File: src/min_priority_process_queue_assert.svh
// Assertion macros shared by the priority queue modules.
`ifndef MIN_PRIORITY_PROCESS_QUEUE_ASSERT_SVH
`define MIN_PRIORITY_PROCESS_QUEUE_ASSERT_SVH

// Same-cycle implication, checked out of reset.
`define MPQ_ASSERT_SAME(label, ante, cons, msg) \
  label: assert property (@(posedge clk) disable iff (!rst_n) (ante) |-> (cons)) \
    else $error(msg);

// Next-cycle implication, checked out of reset.
`define MPQ_ASSERT_NEXT(label, ante, cons, msg) \
  label: assert property (@(posedge clk) disable iff (!rst_n) (ante) |=> (cons)) \
    else $error(msg);

`endif

File: src/mpq_pkg.sv
// Types and codes shared by the priority queue modules.
package mpq_pkg;

  localparam int unsigned HandleW = 8;
  localparam int unsigned PrioW   = 8;
  localparam int unsigned CountW  = 5;

  typedef enum logic [1:0] {
    CMD_ENQ = 2'd0,
    CMD_DEQ = 2'd1,
    CMD_REM = 2'd2,
    CMD_NOP = 2'd3
  } cmd_t;

  typedef enum logic [1:0] {
    STAT_OK       = 2'd0,
    STAT_FULL     = 2'd1,
    STAT_EMPTY    = 2'd2,
    STAT_NOTFOUND = 2'd3
  } status_t;

  typedef enum logic [1:0] {
    S_IDLE,
    S_SCAN,
    S_SHIFT,
    S_DONE
  } state_t;

  typedef struct packed {
    cmd_t                 cmd;
    logic [HandleW-1:0]   proc_handle;
    logic [PrioW-1:0]     priority_req;
  } req_t;

  typedef struct packed {
    logic [HandleW-1:0]   out_handle;
    logic                 out_valid;
    status_t              status;
    logic [CountW-1:0]    count;
    logic                 is_empty;
  } rsp_t;

  typedef struct packed {
    logic [HandleW-1:0]   handle;
    logic [PrioW-1:0]     prio;
  } entry_t;

  // Controller -> datapath commands.
  typedef struct packed {
    logic accept;
    logic scan_en;
    logic start_shift;
    logic shift_en;
    logic commit;
  } ctl_t;

  // Datapath -> controller status.
  typedef struct packed {
    logic scan_needed;
    logic scan_last;
    logic hit;
    logic shift_idle;
    logic out_free;
  } sts_t;

endpackage

File: src/mpq_chan_if.sv
// Request and response channel interfaces for the priority queue.
interface mpq_req_if import mpq_pkg::*; ();
  logic valid;
  logic ready;
  req_t data;

  modport source (output valid, output data, input ready);
  modport sink   (input valid, input data, output ready);
endinterface

interface mpq_rsp_if import mpq_pkg::*; ();
  logic valid;
  logic ready;
  rsp_t data;

  modport source (output valid, output data, input ready);
  modport sink   (input valid, input data, output ready);
endinterface

File: src/mpq_datapath.sv
// Entry memory, scan/compact pointers, best-entry tracking and result register.
`include "min_priority_process_queue_assert.svh"

module mpq_datapath import mpq_pkg::*; #(
  parameter int unsigned DEPTH = 16
) (
  input  logic clk,
  input  logic rst_n,
  input  ctl_t ctl_i,
  output sts_t sts_o,
  input  req_t req_i,
  output rsp_t rsp_o,
  output logic rsp_valid_o,
  input  logic rsp_ready_i
);

  localparam int unsigned AW = (DEPTH > 1) ? $clog2(DEPTH) : 1;
  localparam int unsigned CW = $clog2(DEPTH + 1);

  entry_t          mem [DEPTH];
  entry_t          rdata_r;
  logic [AW-1:0]   rd_addr;
  logic            wr_en;
  logic [AW-1:0]   wr_addr;
  entry_t          wr_data;

  logic [CW-1:0]   count_r, count_nxt;
  logic [CW-1:0]   ptr_r, ptr_nxt;
  logic            rd_vld_r, rd_vld_nxt;
  logic [AW-1:0]   rd_idx_r, rd_idx_nxt;
  req_t            req_r, req_nxt;
  logic [AW-1:0]   best_idx_r, best_idx_nxt;
  logic [PrioW-1:0] best_prio_r, best_prio_nxt;
  logic [HandleW-1:0] best_handle_r, best_handle_nxt;
  logic            found_r, found_nxt;
  rsp_t            out_r, out_nxt;
  logic            out_vld_r, out_vld_nxt;

  logic            issue;
  logic            cmp_en;
  logic            take;
  logic            full;
  logic            shift_wr;
  logic            enq_wr;

  assign full     = (count_r == CW'(DEPTH));
  assign issue    = (ctl_i.scan_en || ctl_i.shift_en) && (ptr_r < count_r);
  assign cmp_en   = ctl_i.scan_en && rd_vld_r;
  assign shift_wr = ctl_i.shift_en && rd_vld_r;
  assign enq_wr   = ctl_i.commit && (req_r.cmd == CMD_ENQ) && !full;
  assign rd_addr  = ptr_r[AW-1:0];

  // Dequeue keeps the strictly smaller priority, so ties stay with the earlier entry.
  always_comb begin
    case (req_r.cmd)
      CMD_DEQ: take = !found_r || (rdata_r.prio < best_prio_r);
      CMD_REM: take = !found_r && (rdata_r.handle == req_r.proc_handle);
      default: take = 1'b0;
    endcase
  end

  // Single write port: enqueue at the tail, or compaction one slot down.
  always_comb begin
    wr_en   = enq_wr || shift_wr;
    wr_addr = shift_wr ? (rd_idx_r - AW'(1)) : count_r[AW-1:0];
    wr_data = shift_wr ? rdata_r
                       : entry_t'{handle: req_r.proc_handle, prio: req_r.priority_req};
  end

  always_ff @(posedge clk) begin
    if (wr_en) begin
      mem[wr_addr] <= wr_data;
    end
    rdata_r <= mem[rd_addr];
  end

  always_comb begin
    req_nxt         = ctl_i.accept ? req_i : req_r;
    rd_vld_nxt      = issue;
    rd_idx_nxt      = ptr_r[AW-1:0];
    found_nxt       = found_r;
    best_idx_nxt    = best_idx_r;
    best_prio_nxt   = best_prio_r;
    best_handle_nxt = best_handle_r;
    if (ctl_i.accept) begin
      found_nxt = 1'b0;
    end else if (cmp_en && take) begin
      found_nxt       = 1'b1;
      best_idx_nxt    = rd_idx_r;
      best_prio_nxt   = rdata_r.prio;
      best_handle_nxt = rdata_r.handle;
    end

    if (ctl_i.accept) begin
      ptr_nxt = '0;
    end else if (ctl_i.start_shift) begin
      ptr_nxt = CW'(best_idx_nxt) + CW'(1);
    end else if (issue) begin
      ptr_nxt = ptr_r + CW'(1);
    end else begin
      ptr_nxt = ptr_r;
    end
  end

  // Result assembly and count update at commit.
  always_comb begin
    count_nxt = count_r;
    out_nxt   = out_r;
    if (ctl_i.commit) begin
      out_nxt.out_handle = '0;
      out_nxt.out_valid  = 1'b0;
      case (req_r.cmd)
        CMD_ENQ: begin
          out_nxt.status = full ? STAT_FULL : STAT_OK;
          if (!full) begin
            count_nxt = count_r + CW'(1);
          end
        end
        CMD_DEQ: begin
          out_nxt.status = found_r ? STAT_OK : STAT_EMPTY;
          if (found_r) begin
            count_nxt          = count_r - CW'(1);
            out_nxt.out_handle = best_handle_r;
            out_nxt.out_valid  = 1'b1;
          end
        end
        CMD_REM: begin
          out_nxt.status = found_r ? STAT_OK : STAT_NOTFOUND;
          if (found_r) begin
            count_nxt = count_r - CW'(1);
          end
        end
        default: out_nxt.status = STAT_OK;
      endcase
      out_nxt.count    = CountW'(count_nxt);
      out_nxt.is_empty = (count_nxt == '0);
    end
    out_vld_nxt = ctl_i.commit ? 1'b1 : ((out_vld_r && rsp_ready_i) ? 1'b0 : out_vld_r);
  end

  always_ff @(posedge clk) begin
    if (!rst_n) begin
      count_r   <= '0;
      ptr_r     <= '0;
      rd_vld_r  <= 1'b0;
      found_r   <= 1'b0;
      out_vld_r <= 1'b0;
    end else begin
      count_r   <= count_nxt;
      ptr_r     <= ptr_nxt;
      rd_vld_r  <= rd_vld_nxt;
      found_r   <= found_nxt;
      out_vld_r <= out_vld_nxt;
    end
  end

  always_ff @(posedge clk) begin
    req_r         <= req_nxt;
    rd_idx_r      <= rd_idx_nxt;
    best_idx_r    <= best_idx_nxt;
    best_prio_r   <= best_prio_nxt;
    best_handle_r <= best_handle_nxt;
    out_r         <= out_nxt;
  end

  always_comb begin
    sts_o.scan_needed = (req_i.cmd inside {CMD_DEQ, CMD_REM}) && (count_r != '0);
    sts_o.scan_last   = cmp_en && (CW'(rd_idx_r) == (count_r - CW'(1)));
    sts_o.hit         = found_nxt;
    sts_o.shift_idle  = !rd_vld_r && !(ptr_r < count_r);
    sts_o.out_free    = !out_vld_r || rsp_ready_i;
  end

  assign rsp_o       = out_r;
  assign rsp_valid_o = out_vld_r;

  `MPQ_ASSERT_SAME(a_count_in_range, 1'b1, count_r <= CW'(DEPTH), "entry count above depth")
  `MPQ_ASSERT_NEXT(a_enq_grows, enq_wr, count_r == $past(count_r) + CW'(1),
                   "enqueue did not grow the count")
  `MPQ_ASSERT_SAME(a_shift_in_range, shift_wr, CW'(rd_idx_r) < count_r,
                   "compaction write outside held entries")

endmodule

File: src/mpq_ctrl.sv
// Sequencer for accept, scan, compaction and result commit.
`include "min_priority_process_queue_assert.svh"

module mpq_ctrl import mpq_pkg::*; (
  input  logic clk,
  input  logic rst_n,
  input  logic in_valid_i,
  output logic in_ready_o,
  input  sts_t sts_i,
  output ctl_t ctl_o
);

  state_t state_r, state_nxt;

  always_comb begin
    state_nxt = state_r;
    case (state_r)
      S_IDLE: begin
        if (in_valid_i) begin
          state_nxt = sts_i.scan_needed ? S_SCAN : S_DONE;
        end
      end
      S_SCAN: begin
        if (sts_i.scan_last) begin
          state_nxt = sts_i.hit ? S_SHIFT : S_DONE;
        end
      end
      S_SHIFT: begin
        if (sts_i.shift_idle) begin
          state_nxt = S_DONE;
        end
      end
      S_DONE: begin
        if (sts_i.out_free) begin
          state_nxt = S_IDLE;
        end
      end
      default: state_nxt = S_IDLE;
    endcase
  end

  always_comb begin
    in_ready_o        = (state_r == S_IDLE);
    ctl_o.accept      = (state_r == S_IDLE) && in_valid_i;
    ctl_o.scan_en     = (state_r == S_SCAN);
    ctl_o.start_shift = (state_r == S_SCAN) && sts_i.scan_last && sts_i.hit;
    ctl_o.shift_en    = (state_r == S_SHIFT);
    ctl_o.commit      = (state_r == S_DONE) && sts_i.out_free;
  end

  always_ff @(posedge clk) begin
    if (!rst_n) begin
      state_r <= S_IDLE;
    end else begin
      state_r <= state_nxt;
    end
  end

  `MPQ_ASSERT_NEXT(a_accept_leaves_idle, ctl_o.accept, state_r != S_IDLE,
                   "accepted transaction left controller idle")
  `MPQ_ASSERT_NEXT(a_commit_to_idle, ctl_o.commit, state_r == S_IDLE,
                   "controller did not return to idle after commit")
  `MPQ_ASSERT_NEXT(a_shift_from_scan, state_r != S_SCAN && state_r != S_SHIFT,
                   state_r != S_SHIFT, "compaction entered without a scan")

endmodule

File: src/min_priority_process_queue.sv
// Top level of the min-priority process queue.
// Usage:
//   in_chan carries one command transaction: cmd (enqueue, dequeue-min, remove
//   by handle, or no-op), proc_handle and priority_req. out_chan returns exactly
//   one result transaction per command: out_handle/out_valid for a dequeue,
//   status, count and is_empty after the command.
// Sequence (n = entries held, p = slot of the chosen entry):
//   enqueue / no-op / empty dequeue / empty remove: accept, then commit.
//   dequeue and remove: accept, a scan of all n held entries, then compaction
//   when an entry is taken (the entries above slot p move one slot down, none
//   for the last slot), then commit. The scan and the compaction share the one
//   read port of the entry memory; the compaction and an enqueue share its one
//   write port. One command is in flight at a time; the next is taken once the
//   previous result sits in the output register.
// Reset: rst_n (synchronous, active low) empties the queue and drops any
//   pending result; no clearing pass is needed, stored entries beyond the count
//   are never read.
// Stall: a result held in the output register waits for out_chan.ready; a
//   finished command then waits in its commit step and in_chan.ready stays low.
module min_priority_process_queue import mpq_pkg::*; #(
  parameter int unsigned DEPTH = 16
) (
  input  logic       clk,
  input  logic       rst_n,
  mpq_req_if.sink    in_chan,
  mpq_rsp_if.source  out_chan
);

  // Command/status bundles between sequencer and datapath.
  ctl_t ctl;
  sts_t sts;

  mpq_ctrl u_ctrl (
    .clk        (clk),
    .rst_n      (rst_n),
    .in_valid_i (in_chan.valid),
    .in_ready_o (in_chan.ready),
    .sts_i      (sts),
    .ctl_o      (ctl)
  );

  // Entry memory, scan pointer, best-entry registers and output register.
  mpq_datapath #(
    .DEPTH (DEPTH)
  ) u_datapath (
    .clk         (clk),
    .rst_n       (rst_n),
    .ctl_i       (ctl),
    .sts_o       (sts),
    .req_i       (in_chan.data),
    .rsp_o       (out_chan.data),
    .rsp_valid_o (out_chan.valid),
    .rsp_ready_i (out_chan.ready)
  );

endmodule
File: src/flat_wrapper.sv
// flat-port wrapper written by rule: the top's interface ports become plain ports
module min_priority_process_queue_flat import mpq_pkg::*;
#(
  parameter int unsigned DEPTH = 16
)
  (clk, rst_n, in_chan_valid, in_chan_data, in_chan_ready, out_chan_valid, out_chan_data, out_chan_ready);
  mpq_req_if in_chan_i ();
  mpq_rsp_if out_chan_i ();
  input  logic clk;
  input  logic rst_n;
  input wire logic [$bits(in_chan_i.valid)-1:0] in_chan_valid;
  input wire logic [$bits(in_chan_i.data)-1:0] in_chan_data;
  output wire logic [$bits(in_chan_i.ready)-1:0] in_chan_ready;
  output wire logic [$bits(out_chan_i.valid)-1:0] out_chan_valid;
  output wire logic [$bits(out_chan_i.data)-1:0] out_chan_data;
  input wire logic [$bits(out_chan_i.ready)-1:0] out_chan_ready;
  assign in_chan_i.valid = in_chan_valid;
  assign in_chan_i.data = in_chan_data;
  assign in_chan_ready = in_chan_i.ready;
  assign out_chan_valid = out_chan_i.valid;
  assign out_chan_data = out_chan_i.data;
  assign out_chan_i.ready = out_chan_ready;
  min_priority_process_queue #(.DEPTH(DEPTH)) u_core (.clk(clk), .rst_n(rst_n), .in_chan(in_chan_i), .out_chan(out_chan_i));
endmodule
File: config.mk
export PLATFORM = sky130hd
export DESIGN_NAME = min_priority_process_queue_flat
export DESIGN_NICKNAME = d
export VERILOG_FILES = /design/src/mpq_pkg.sv /design/src/mpq_chan_if.sv /design/src/mpq_datapath.sv /design/src/mpq_ctrl.sv /design/src/min_priority_process_queue.sv /design/src/flat_wrapper.sv
export VERILOG_INCLUDE_DIRS = /design/src /design/src/src
export SDC_FILE = /design/constraint.sdc
export NUM_CORES = 1
export LEC_CHECK = 0
export BUFFER_PORTS_ARGS = -buffer_cell sky130_fd_sc_hd__buf_2
export CORE_MARGIN = 3
export CORE_UTILIZATION = 50
export DETAILED_ROUTE_END_ITERATION = 8
export PLACE_DENSITY = 0.72
export SLEW_MARGIN = 20
export SYNTH_ARGS = -nofsm -noshare
export SYNTH_HDL_FRONTEND = slang
export SYNTH_SLANG_ARGS = --single-unit
File: constraint.sdc
create_clock -name clk -period 3.6 [get_ports clk]
set_input_delay 0.54 -clock clk [delete_from_list [all_inputs] [get_ports clk]]
set_output_delay 0.54 -clock clk [all_outputs]
set_load 0.02 [all_outputs]
# Word level (Yosys, flattened, before mapping)
# Memories as Yosys holds them, arrays and structs flattened. A register that Yosys moved wholly into a read port is not among the register bits.
# Cells that the tools add are included.
# W data, S select, Z words.
# totals
ff_bits	74
out_inout_bits	19
in_bits	22
mem_count	1
ram_bits	256
# memory_table
memory	depth	word_bits	rd	rd_clocked_by_memory_dff	wr	line_no	source
u_core.u_datapath.mem	16	16	1	1	1	mpq_datapath.sv:20	entry_t mem [DEPTH];
# classes
n_reduce_logical	36
bitwise_logic	2
n_addsub	5
n_eq_ne	14
n_mux	29
magnitude_cmp	2
# op_table
op	count
$mux W5	5
$mux W16	1
$logic_and A1 B1 Y1	15
$mux W2	7
$mux W4	3
$add A5 B1 Y5 const B	2
$pmux W5 S2	1
$mux W1	9
$eq A2 B2 Y1 const B	4
$eq A8 B8 Y1	1
$lt A8 B8 Y1	1
$pmux W2 S4	1
$eq A2 B1 Y1 const B	3
$pmux W2 S3	1
$reduce_bool A2 Y1	3
$add A4 B1 Y5 const B	1
$eq A4 B5 Y1	1
$eq A5 B5 Y1 const B	1
$logic_not A1 Y1	5
$logic_not A5 Y1	1
$lt A5 B5 Y1	1
$reduce_bool A5 Y1	1
$sub A5 B1 Y5 const B	1
$logic_not A2 Y1	2
other kinds (9)	17

# Logic depth before layout (Yosys ltp)
# Gate-level depths: netlist of the first run.
# logic_depth
ltp_word	9
ltp_mapped	14
depth_no_buf	12

# Modules after synthesis
# From an unflattened synthesis of the first run, not the netlist that was laid out.
# hier_totals
cells_unflattened	739
area_unflattened_um2	13917.1
# by_module_without_submodules
module	seq_area_each_um2	cells_per_inst	n_inst	area_per_inst_um2
mpq_datapath	9959.6	713	1	13670.6
mpq_ctrl	40.0	26	1	246.5

# Worst setup path after synthesis of the first run
# Ideal clock, no wire load.
# synth_timing
path_type	flip-flop to flip-flop
startpoint	register u_core.u_datapath.count_r[0]
endpoint	memory u_core.u_datapath.mem[2][0] in the netlist's numbering, enable pin
slack_ps	864
path_buffers	2
setup_ps	388
arrival_time_ps	2348
stages_incl_launch_ff	11
path_cell_list	dfxtp_1 -> buf_4 -> inv_1 -> ha_1 -> buf_6 -> nor3b_1 -> a21boi_0 -> nand4_1 -> o21ai_0 -> nand2_1 -> nor2_1
# synth_via
elab_chain_len	6
elab_cells_between_ends	7
# synth_lines
element	line_no	source
from (decl)	mpq_datapath.sv:27	logic [CW-1:0] count_r, count_nxt;
from (signal assigned)	mpq_datapath.sv:149	count_r <= count_nxt;
$eq A5 B5 Y1	mpq_datapath.sv:46	assign full = (count_r == CW'(DEPTH));
$logic_not A1 Y1	--	
$logic_and A1 B1 Y1	mpq_datapath.sv:50	assign enq_wr = ctl_i.commit && (req_r.cmd == CMD_ENQ) && !full;
$logic_or A1 B1 Y1	mpq_datapath.sv:64	wr_en = enq_wr || shift_wr;
$mux W1	mpq_datapath.sv:71	if (wr_en) begin
$mux W1 (not written as such)	mpq_datapath.sv:72	mem[wr_addr] <= wr_data;
to (decl)	mpq_datapath.sv:20	
# Parallel ways exist; a longest one is shown, timed or not.

# Final worst setup path of the first run
# layout_timing
startpoint	register u_core.u_ctrl.state_r[1]
endpoint	register u_core.u_datapath.ptr_r[2]
# layout_via
elab_chain_len	7
elab_cells_between_ends	19
# layout_lines
element	line_no	source
from (decl)	mpq_ctrl.sv:13	state_t state_r, state_nxt;
from (signal assigned)	mpq_ctrl.sv:55	state_r <= state_nxt;
$eq A2 B1 Y1	mpq_ctrl.sv:45, mpq_ctrl.sv:46	
$logic_and A1 B1 Y1	mpq_datapath.sv:48	assign cmp_en = ctl_i.scan_en && rd_vld_r;
$logic_and A1 B1 Y1	mpq_datapath.sv:87	end else if (cmp_en && take) begin
$mux W4 or $mux W1 (tied branches)	mpq_datapath.sv:87	
$mux W4 or $mux W1 (tied branches)	mpq_datapath.sv:85	if (ctl_i.accept) begin
$add A4 B1 Y5 or $logic_and A1 B1 Y1 (tied branches)	mpq_datapath.sv:97, mpq_ctrl.sv:46	
$mux W5 or $reduce_bool A2 Y1 (tied branches)	--	
to (signal assigned)	mpq_datapath.sv:150	ptr_r <= ptr_nxt;
to (decl)	mpq_datapath.sv:28	logic [CW-1:0] ptr_r, ptr_nxt;
# Parallel ways exist; a longest one is shown, timed or not.
# A chain may end at the register's enable or synchronous reset.

==> flow_summary.toml, run 1 <==
[die]
initial_core_util = 0.514
fp.dieW_um = 173
core_area_um2 = 27200
dieHeight_um = 173
io_pins = 41
die-area_um2 = 30000
num_rows = 60

[timing]
worst_slack_ns = 0.588
fmax_mhz = 332
clock_skew_ns = 0.0206
worst_pin_slew_ns = 0.720
fin_setup_tns_ns = 0
finalCriticalPeriod_ns = 3.01
rsz0062_at_grt = "no"
max_slew_margin = 0.519
finalSetupViolCount = 0
slew_viol_final = 0
fin_crit_sh = 0.837
hold_viol = 0

[synth]
synth_cells = 743
synthTopCellsByCount = "edfxtp_1 (307), mux4_2 (80), dfxtp_1 (39)"
synth.avg_cell_area_um2 = 18.8
synth_compound_area_frac = 0.0436
synthSimpleGateAreaFrac = 0.0461
synthArstFlopShare = 0
yosys_warnings = 0
synth.area.mux_share = 0.144
synthesis.nets = 788
ys_seq_elements = 346
seq_area_frac_synth = 0.716
synth_edf_count = 307
yosysMostFrequentCell = "edfxtp_1"
yosys.area.top_type_share = 0.660
synth_top_family_by_area = "multiplexers"
synthAdderAreaFrac = 0.0206
synthTopCellsByArea = "edfxtp_1 (66%), mux4_2 (13%), dfxtp_1 (5.6%)"
synth_area_um2 = 14000
synth_flop_cell = "edfxtp_1"
synth_cell_types = 65
synth_top_area_cell = "edfxtp_1"
synth_xor_area_frac = 0.0123

[clock_tree]
cts_repair_resize_count = 0
cts_tree = "yes"
clk_pin_slew_worst_paths_ns = 0.06
clkSinkCount = 346
root_buffer = "clkbuf_16"
clkLatencyLatePin_ns = 0.52
cts_hold_buf = 0
cts_setup_buffers = 0
numCtsBuffers = 36
clk_path_buf_depth = 3
htreeDepth = 2

[setup_path]
critPathLaunchType = "flip-flop"
cpMaxStageDelayCell = "or4_1"
endpoint_kind = "flip-flop"
cp_data_arrival_time_ns = 3.41
crit_required_ns = 4.00
crit_fanout = 8
slowest_delay_ns = 0.50
crit_chain = "inv_1 -> ha_1 -> nand2_1 -> nor4b_4 -> and3_1 -> or4_1 -> a21oi_1 -> nor2_1 -> ha_1 -> xnor2_1 -> mux2i_1 -> nor2_1"
startpoint = "u_core.u_ctrl.state_r[1]$_SDFFE_PN0P_"
reg2reg_from = "u_core.u_ctrl.state_r[1]$_SDFFE_PN0P_"
cp_num_buf_inv = 1
path_class = "flip-flop to flip-flop"
crit_family = "simple AND/OR/NAND/NOR gates"

[pwr]
peakVddDrop_v = 0.000531
seq_power_share = 0.521
pwr-share-clk = 0.398
total_power_mw = 9.08
swShare = 0.229
switchingPower_mw = 2.08
p_leak_nw = 5.26
pwr_density_cell_nw_per_um2 = 568
p_comb_frac = 0.082
p_int_mw = 7.00

[grt]
grt_max_degree = 42
grt_pass1_wl_um = 45300
grt_remaining_overflow = 0
grtUsageTotal = 0.199
grt_pass1_vias = 7419
antenna_found_initial = 0

[route]
drt_pass1_iterations = 5
ant_nets = 0
num_vias = 7195
viasPerCell = 5.88
drtIter0Drc = 892
wirelength_um = 29700
avgRoutedWirePerCell_um = 24.3
drc = 0

[run_status]
status = "complete, no violations"

[placement]
place.gp.congestion = 0.864
post-place-ws_ns = 0.635
hpwl_um = 18300
placed_cell_area_um2 = 14800
dp_cells = 1157
port_buffers = 40

[cells_and_area]
layout.cells.non_filler = 1223
fin_area_um2 = 16000
drive_above_1_share = 0.290
area_growth_pct = 14.4
antenna_cells = 0
nNetsFinal = 868

[flow_run]
cap_violations = 0

[hold_path]
min_path_type = "input port to flip-flop"
worstHoldStart = "in_chan_data[12]"
-- cell families (layout without fill, tap and decap cells) --
family	Yosys count	in the layout
AO/OA/AOI/OAI	79	79
XOR/XNOR	18	18
adder cells (fa/ha/maj)	23	23
buffers and inverters	57	165
flip-flops	346	346
multiplexers	99	99
AND/OR/NAND/NOR	121	121
-- stage by stage --
stage,utilization,hold slack (ns)
after floorplan,-,0.350
after global placement,0.545,0.433
after detailed placement,0.545,0.443
after CTS,0.588,0.177
after global routing,0.588,0.169
final,0.588,0.191
-- worst paths after layout --
path | cells after the start | slack [ns] | end
setup / recovery | 12 | 0.59 | u_core.u_datapath.ptr_r[2]$_SDFFE_PP0P_
hold / removal | 1 | 0.19 | u_core.u_datapath.req_r[12]$_DFFE_PP_
setup reg to reg | 12 | 0.59 | u_core.u_datapath.ptr_r[2]$_SDFFE_PP0P_
hold reg to reg | 2 | 0.44 | u_core.u_datapath.best_idx_r[3]$_DFF_P_
-- final cells by class --
class,count,area [um^2]
Sequential cell,346,10000
Timing Repair Buffer,72,503
Inverter,27,101
Fill cell,1975,11200
Clock buffer,52,1040
Tap cell,372,465
Clock inverter,14,131
Multi-Input combinational cell,340,3720
-- per-layer routing --
layer	up-vias	global-route usage	part of all wire
li1	3138	-	-
met1	3667	0.278	0.41
met2	329	0.325	0.48
met3	61	0.0408	0.079
met4	0	0.0530	0.027
met5	-	0	0
-- registers in the layout, summed over array words and instances, names as in the netlist --
signal,cells
u_core.u_datapath.rd_vld_r,1
u_core.u_datapath.rsp_o,17
u_core.u_datapath.best_handle_r,8
u_core.u_datapath.best_prio_r,8
u_core.u_datapath.best_idx_r,4
u_core.u_ctrl.state_r,2
u_core.u_datapath.mem,256
u_core.u_datapath.rsp_valid_o,1
u_core.u_datapath.rd_idx_r,4
u_core.u_datapath.ptr_r,5
u_core.u_datapath.req_r,18
u_core.u_datapath.found_r,1
u_core.u_datapath.rdata_r,16
u_core.u_datapath.count_r,5
-- power by group through the flow --
stage          clock [mW]  combinational, mW  sequential, mW
5_1_grt              3.86              0.806            4.74
2_1_floorplan           0              0.468            4.81
4_1_cts              3.69              0.737            4.73
3_3_place_gp            0              0.697            4.81
3_5_place_dp            0              0.737            4.81
6_report             3.61              0.740            4.73
-- cells in the final DEF (no fill, tap or decap), types with 3 or more instances in the layout --
cell	count
a21oi_1	21
buf_12	5
o22ai_1	4
clkbuf_16	37
nand3_1	5
inv_1	25
o21a_1	6
mux2i_1	3
o211ai_2	3
xnor2_1	8
and3_1	11
nor2b_1	6
nor3_1	6
ha_1	23
xor2_1	9
clkbuf_1	9
o21ai_0	13
nor2_1	36
clkinv_1	3
a21o_1	4
dfxtp_1	37
nand2b_1	4
edfxtp_1	307
and2_1	4
buf_4	27
nand2_1	32
mux4_2	80
buf_2	40
mux2_2	16
clkinv_2	6
clkbuf_8	6
No activity file was read; power rests on OpenSTA's default activity.
==> inputs of run 2 (changes only) <==
Settings changed: PLACE_DENSITY 0.72 to 0.75.
Clock period 3.6 ns to 2.76 ns, I/O delays scaled along.
==> run 2 against run 1 <==
Worst setup slack worse by 0.51 ns. Total power up 31%. Largest cell class unchanged. Global-route usage down 0.25 points. Maximum frequency up 12%. Cell count up 2.1%. Hold slack worse by 0.13 ns. Design area up 3.2%.
==> flow_summary.toml, run 2 (synthesized netlist as in run 1, its figures left out) <==
[placement]
dp_cells = 1180
port_buffers = 40
place.gp.congestion = 0.874
post-place-ws_ns = 0.0209
placed_cell_area_um2 = 15100
hpwl_um = 18000

[cells_and_area]
seq_area_um2 = 10000
multi_input_area_um2 = 3960
drive_above_1_share = 0.350
area_growth_pct = 18.0
final_cell_mix = "edfxtp_1 (307), mux4_2 (80), buf_4 (45)"
final_common_cell = "edfxtp_1"
final_util = 0.606
antenna_cells = 0
n_fill_cell = 1975
layout.cells.non_filler = 1249
fin_area_um2 = 16500
largest_reg_flops = 256
nNetsFinal = 894
regMostFlops = "u_core.u_datapath.mem"

[setup_path]
crit_required_ns = 3.17
endpoint_kind = "flip-flop"
crit_fanout = 3
slowest_delay_ns = 0.55
crit_chain = "inv_1 -> ha_1 -> and3_4 -> o2111ai_4 -> o211a_4 -> or4_4 -> a21oi_4 -> nor2_4 -> ha_4 -> xnor2_2 -> mux2i_1 -> nor2_1"
cpMaxStageDelayCell = "or4_4"
cp_data_arrival_time_ns = 3.09
critPathLaunchType = "flip-flop"
path_class = "flip-flop to flip-flop"

[die]
core_area_um2 = 27200
num_rows = 60
dieHeight_um = 173
die-area_um2 = 30000
fp.dieW_um = 173
io_pins = 41
initial_core_util = 0.514

[timing]
clock_skew_ns = 0.0215
worst_pin_slew_ns = 0.662
max_slew_margin = 0.559
fin_crit_sh = 0.972
fmax_mhz = 373
finalCriticalPeriod_ns = 2.68
hold_viol = 0
finalSetupViolCount = 0
worst_slack_ns = 0.0784
rsz0062_at_grt = "yes"
slew_viol_final = 0

[route]
drtIter0Drc = 834
num_vias = 7327
drt_pass1_iterations = 5
ant_nets = 0
viasPerCell = 5.87
wirelength_um = 29400
avgRoutedWirePerCell_um = 23.6
drc = 0

[grt]
grtUsageTotal = 0.197
antenna_found_initial = 0
grt_max_degree = 41
grt_pass1_vias = 7420
grt_remaining_overflow = 0
grt_pass1_wl_um = 45000

[pwr]
p_leak_nw = 5.39
peakVddDrop_v = 0.000562
total_power_mw = 11.9
pwr_density_cell_nw_per_um2 = 721

[clock_tree]
clk_path_buf_depth = 3
clkSinkCount = 346
root_buffer = "clkbuf_16"
clk_pin_slew_worst_paths_ns = 0.06
htreeDepth = 2
clkLatencyLatePin_ns = 0.53
cts_tree = "yes"
numCtsBuffers = 36
cts_hold_buf = 0

[run_status]
status = "complete, no violations"

[hold_path]
min_path_type = "input port to flip-flop"

[flow_run]
cap_violations = 0
[run 2: changes by cell type in the layout (fill, tap and decap cells not counted), sizes merged]
cell	delta
clkinvlp	-2
buf	+26
inv	-3
clkinv	+5
[run 2: path summary, 6_finish.rpt]
check	depth (start not counted)	end	startpoint	slack [ns]
hold reg to reg	2	u_core.u_datapath.best_idx_r[1]$_DFF_P_	u_core.u_datapath.best_idx_r[1]$_DFF_P_	0.46
hold / removal	1	u_core.u_datapath.req_r[14]$_DFFE_PP_	in_chan_data[14]	0.06
setup / recovery	12	u_core.u_datapath.ptr_r[2]$_SDFFE_PP0P_	u_core.u_datapath.best_prio_r[6]$_DFFE_PP_	0.08
setup reg to reg	12	u_core.u_datapath.ptr_r[2]$_SDFFE_PP0P_	u_core.u_datapath.best_prio_r[6]$_DFFE_PP_	0.08
[run 2: metal layers]
metal / share of wire / wire (um) / global-route usage
met2: 0.48 / 14100 / 0.313
met5: 0 / 0 / 0
met1: 0.42 / 12400 / 0.281
met3: 0.069 / 2020 / 0.0356
met4: 0.029 / 863 / 0.0601
[run 2: report_power, final]
group | internal, mW | total (mW) | leakage, nW | switching, mW
clock | 2.69 | 4.64 | 0.568 | 1.95
sequential | 6.07 | 6.17 | 3.10 | 0.105
combinational | 0.376 | 1.06 | 1.73 | 0.684
[run 2: area by class of cell]
type / instances / share of cell area
multi-input cells: 340 / 0.240
inverters: 27 / 0.00615
well taps: 372 / 0.0282
repair buffers: 98 / 0.0484
flip-flops and latches: 346 / 0.607
clock inverters: 14 / 0.00782
clock buffers: 52 / 0.0620
[run 2: repair_timing]
action                                  CTS  global route
resized for setup                         4            29
endpoints found under the setup margin    1           132
hold endpoints to repair                  0             0
setup buffers                             0             3
pin swaps                                 0            19
cloned                                    0             0
[run 2: critical path, delay by kind of cell, from the launching register on]
family	cells	cell delay, ns
AOI/OAI and AO/OA	3	0.60
adders and majority gates	2	0.46
muxes	1	0.14
xor gates and xnor gates	1	0.12
DFF	1	0.32
and+or+nand+nor	4	0.89
buffers and inverters	1	0.04
[run 2: stage by stage]
step / TNS, ns / hold slack, ns
after global placement: 0 / 0.439
after detailed placement: 0 / 0.444
after global routing: -0.0638 / 0.0395
after CTS: 0 / 0.0420
after floorplan: 0 / 0.350
final: 0 / 0.0577
==> inputs of run 3 (changes only) <==
Settings changed: CELL_PAD_IN_SITES_DETAIL_PLACEMENT from default to 1, CELL_PAD_IN_SITES_GLOBAL_PLACEMENT from default to 2, CORE_UTILIZATION 50 to 43, PLACE_DENSITY 0.75 to 0.81.
==> run 3 against run 2 <==
Non-clock buffer count increased by 5. First-iteration DRC count fell by 20%. Wire length is 13% higher. Sequential share of layout area decreased by 0.35 points. Global-route usage barely moved. Total power rose by 1.9%. Flip-flop and latch count did not move. Worst setup slack better by 0.028 ns. Critical path type unchanged. Critical endpoint unchanged. Largest cell class unchanged.
==> flow_summary.toml, run 3 (synthesized netlist as in run 1, its figures left out) <==
[die]
num_rows = 65
fp.dieW_um = 186
die-area_um2 = 34700
initial_core_util = 0.439
dieHeight_um = 186
io_pins = 41
core_area_um2 = 31800

[clock_tree]
clkSinkCount = 346
clk_path_buf_depth = 3
numCtsBuffers = 37
clkLatencyLatePin_ns = 0.54
cts_tree = "yes"
htreeDepth = 2
cts_hold_buf = 0
clk_pin_slew_worst_paths_ns = 0.06
root_buffer = "clkbuf_16"

[timing]
hold_viol = 0
slew_viol_final = 0
finalCriticalPeriod_ns = 2.65
fmax_mhz = 377
max_slew_margin = 0.564
clock_skew_ns = 0.0248
fin_crit_sh = 0.962
finalSetupViolCount = 0
fin_setup_tns_ns = 0
worst_pin_slew_ns = 0.654

[cells_and_area]
layout.cells.non_filler = 1319
nNetsFinal = 900
drive_above_1_share = 0.337
area_growth_pct = 18.7
final_common_cell = "edfxtp_1"
largest_reg_flops = 256
multi_input_area_um2 = 3830
seq_area_um2 = 10000
antenna_cells = 0
regMostFlops = "u_core.u_datapath.mem"
n_fill_cell = 2886
final_cell_mix = "edfxtp_1 (307), mux4_2 (80), buf_4 (45)"

[placement]
dp_cells = 1247
hpwl_um = 20500
port_buffers = 40
place.gp.congestion = 0.817

[setup_path]
critPathLaunchType = "flip-flop"
crit_fanout = 3
reg2reg_from = "u_core.u_datapath.best_prio_r[7]$_DFFE_PP_"
r2r_setup_slack_ns = 0.11
path_class = "flip-flop to flip-flop"
startpoint = "u_core.u_datapath.best_prio_r[7]$_DFFE_PP_"
cp_data_arrival_time_ns = 3.05
cp-endpoint = "u_core.u_datapath.ptr_r[2]$_SDFFE_PP0P_"
r2r_cells = 12
crit_required_ns = 3.16
timing.rr.end = "u_core.u_datapath.ptr_r[2]$_SDFFE_PP0P_"
endpoint_kind = "flip-flop"

[grt]
grt_pass1_vias = 7751
grtUsageTotal = 0.197
grt_pass1_wl_um = 50000
antenna_found_initial = 1
grt_max_degree = 44
grt_remaining_overflow = 0

[route]
drtIter0Drc = 665
wirelength_um = 33200
drc = 0
viasPerCell = 5.55
num_vias = 7319
avgRoutedWirePerCell_um = 25.2
ant_nets = 0
drt_pass1_iterations = 4

[pwr]
pwr_density_cell_nw_per_um2 = 730
p_leak_nw = 5.43
peakVddDrop_v = 0.000452

[hold_path]
min_path_type = "input port to flip-flop"

[run_status]
status = "complete, no violations"

[flow_run]
cap_violations = 0
## run 3: worst min path at each step
| stage | startpoint | end | slack (ns) | cells past startpoint |
|---|---|---|---|---|
| after CTS | in_chan_data[1] | u_core.u_datapath.req_r[1]$_DFFE_PP_ | 0.03 | 1 |
| after global placement | u_core.u_datapath.best_idx_r[0]$_DFF_P_ | u_core.u_datapath.best_idx_r[0]$_DFF_P_ | 0.44 | 2 |
| final | in_chan_data[1] | u_core.u_datapath.req_r[1]$_DFFE_PP_ | 0.05 | 1 |
| after detailed placement | u_core.u_datapath.best_idx_r[0]$_DFF_P_ | u_core.u_datapath.best_idx_r[0]$_DFF_P_ | 0.44 | 2 |
| after floorplan | u_core.u_datapath.ptr_r[2]$_SDFFE_PP0P_ | u_core.u_datapath.rd_idx_r[2]$_DFF_P_ | 0.35 | 0 |
| after global routing | in_chan_data[0] | u_core.u_datapath.req_r[0]$_DFFE_PP_ | 0.03 | 1 |
## run 3: layout make-up
type	count	area share
clock inverters	18	0.0101
clock buffers	50	0.0619
well taps	435	0.0328
flip-flops and latches	346	0.604
repair buffers	103	0.0542
inverters	27	0.00612
multi-input cells	340	0.231
## run 3: what timing repair did
item                       4_1_cts  5_1_grt
setup buffers                    0        4
setup endpoints to repair        0        4
resized for setup                0       11
## run 3: power by group
part           leakage, nW  internal [mW]  switching, mW
Sequential            3.10           6.07          0.103
Combinational         1.76          0.377          0.715
Clock                0.569           2.82           2.02
## run 3: worst max-delay path, stage by stage (launching register included)
cell and delay [ns]:
edfxtp_1 0.32, inv_1 0.04, ha_1 0.29, and3_4 0.21
o2111ai_2 0.14, o211a_1 0.25, or4_1 0.52, a21oi_2 0.17
nor2_1 0.08, ha_2 0.20, xnor2_1 0.13, mux2i_1 0.14
nor2_1 0.05
## run 3: per-stage QoR
stage               total power, mW  setup WS [ns]  utilization  area [um^2]  hold WS [ns]
finish                         12.1          0.106        0.521        16600        0.0506
CTS                            12.2         0.0200        0.518        16500        0.0340
detailed placement             7.33         0.0320        0.481        15300         0.442
global placement               7.28         0.0757        0.481        15300         0.437
global route                   12.6        -0.0174        0.521        16600        0.0344
floorplan                      6.89         0.0236            -        14000         0.350
## run 3: per-layer routing
metal | global-route usage | vias to the layer above | share of wire | wire [um]
met5 | 0 | - | 0.00039 | 13
met4 | 0.0465 | 2 | 0.019 | 621
met3 | 0.0364 | 48 | 0.053 | 1760
met2 | 0.329 | 206 | 0.50 | 16500
met1 | 0.273 | 3863 | 0.43 | 14400
li1 | - | 3200 | - | -
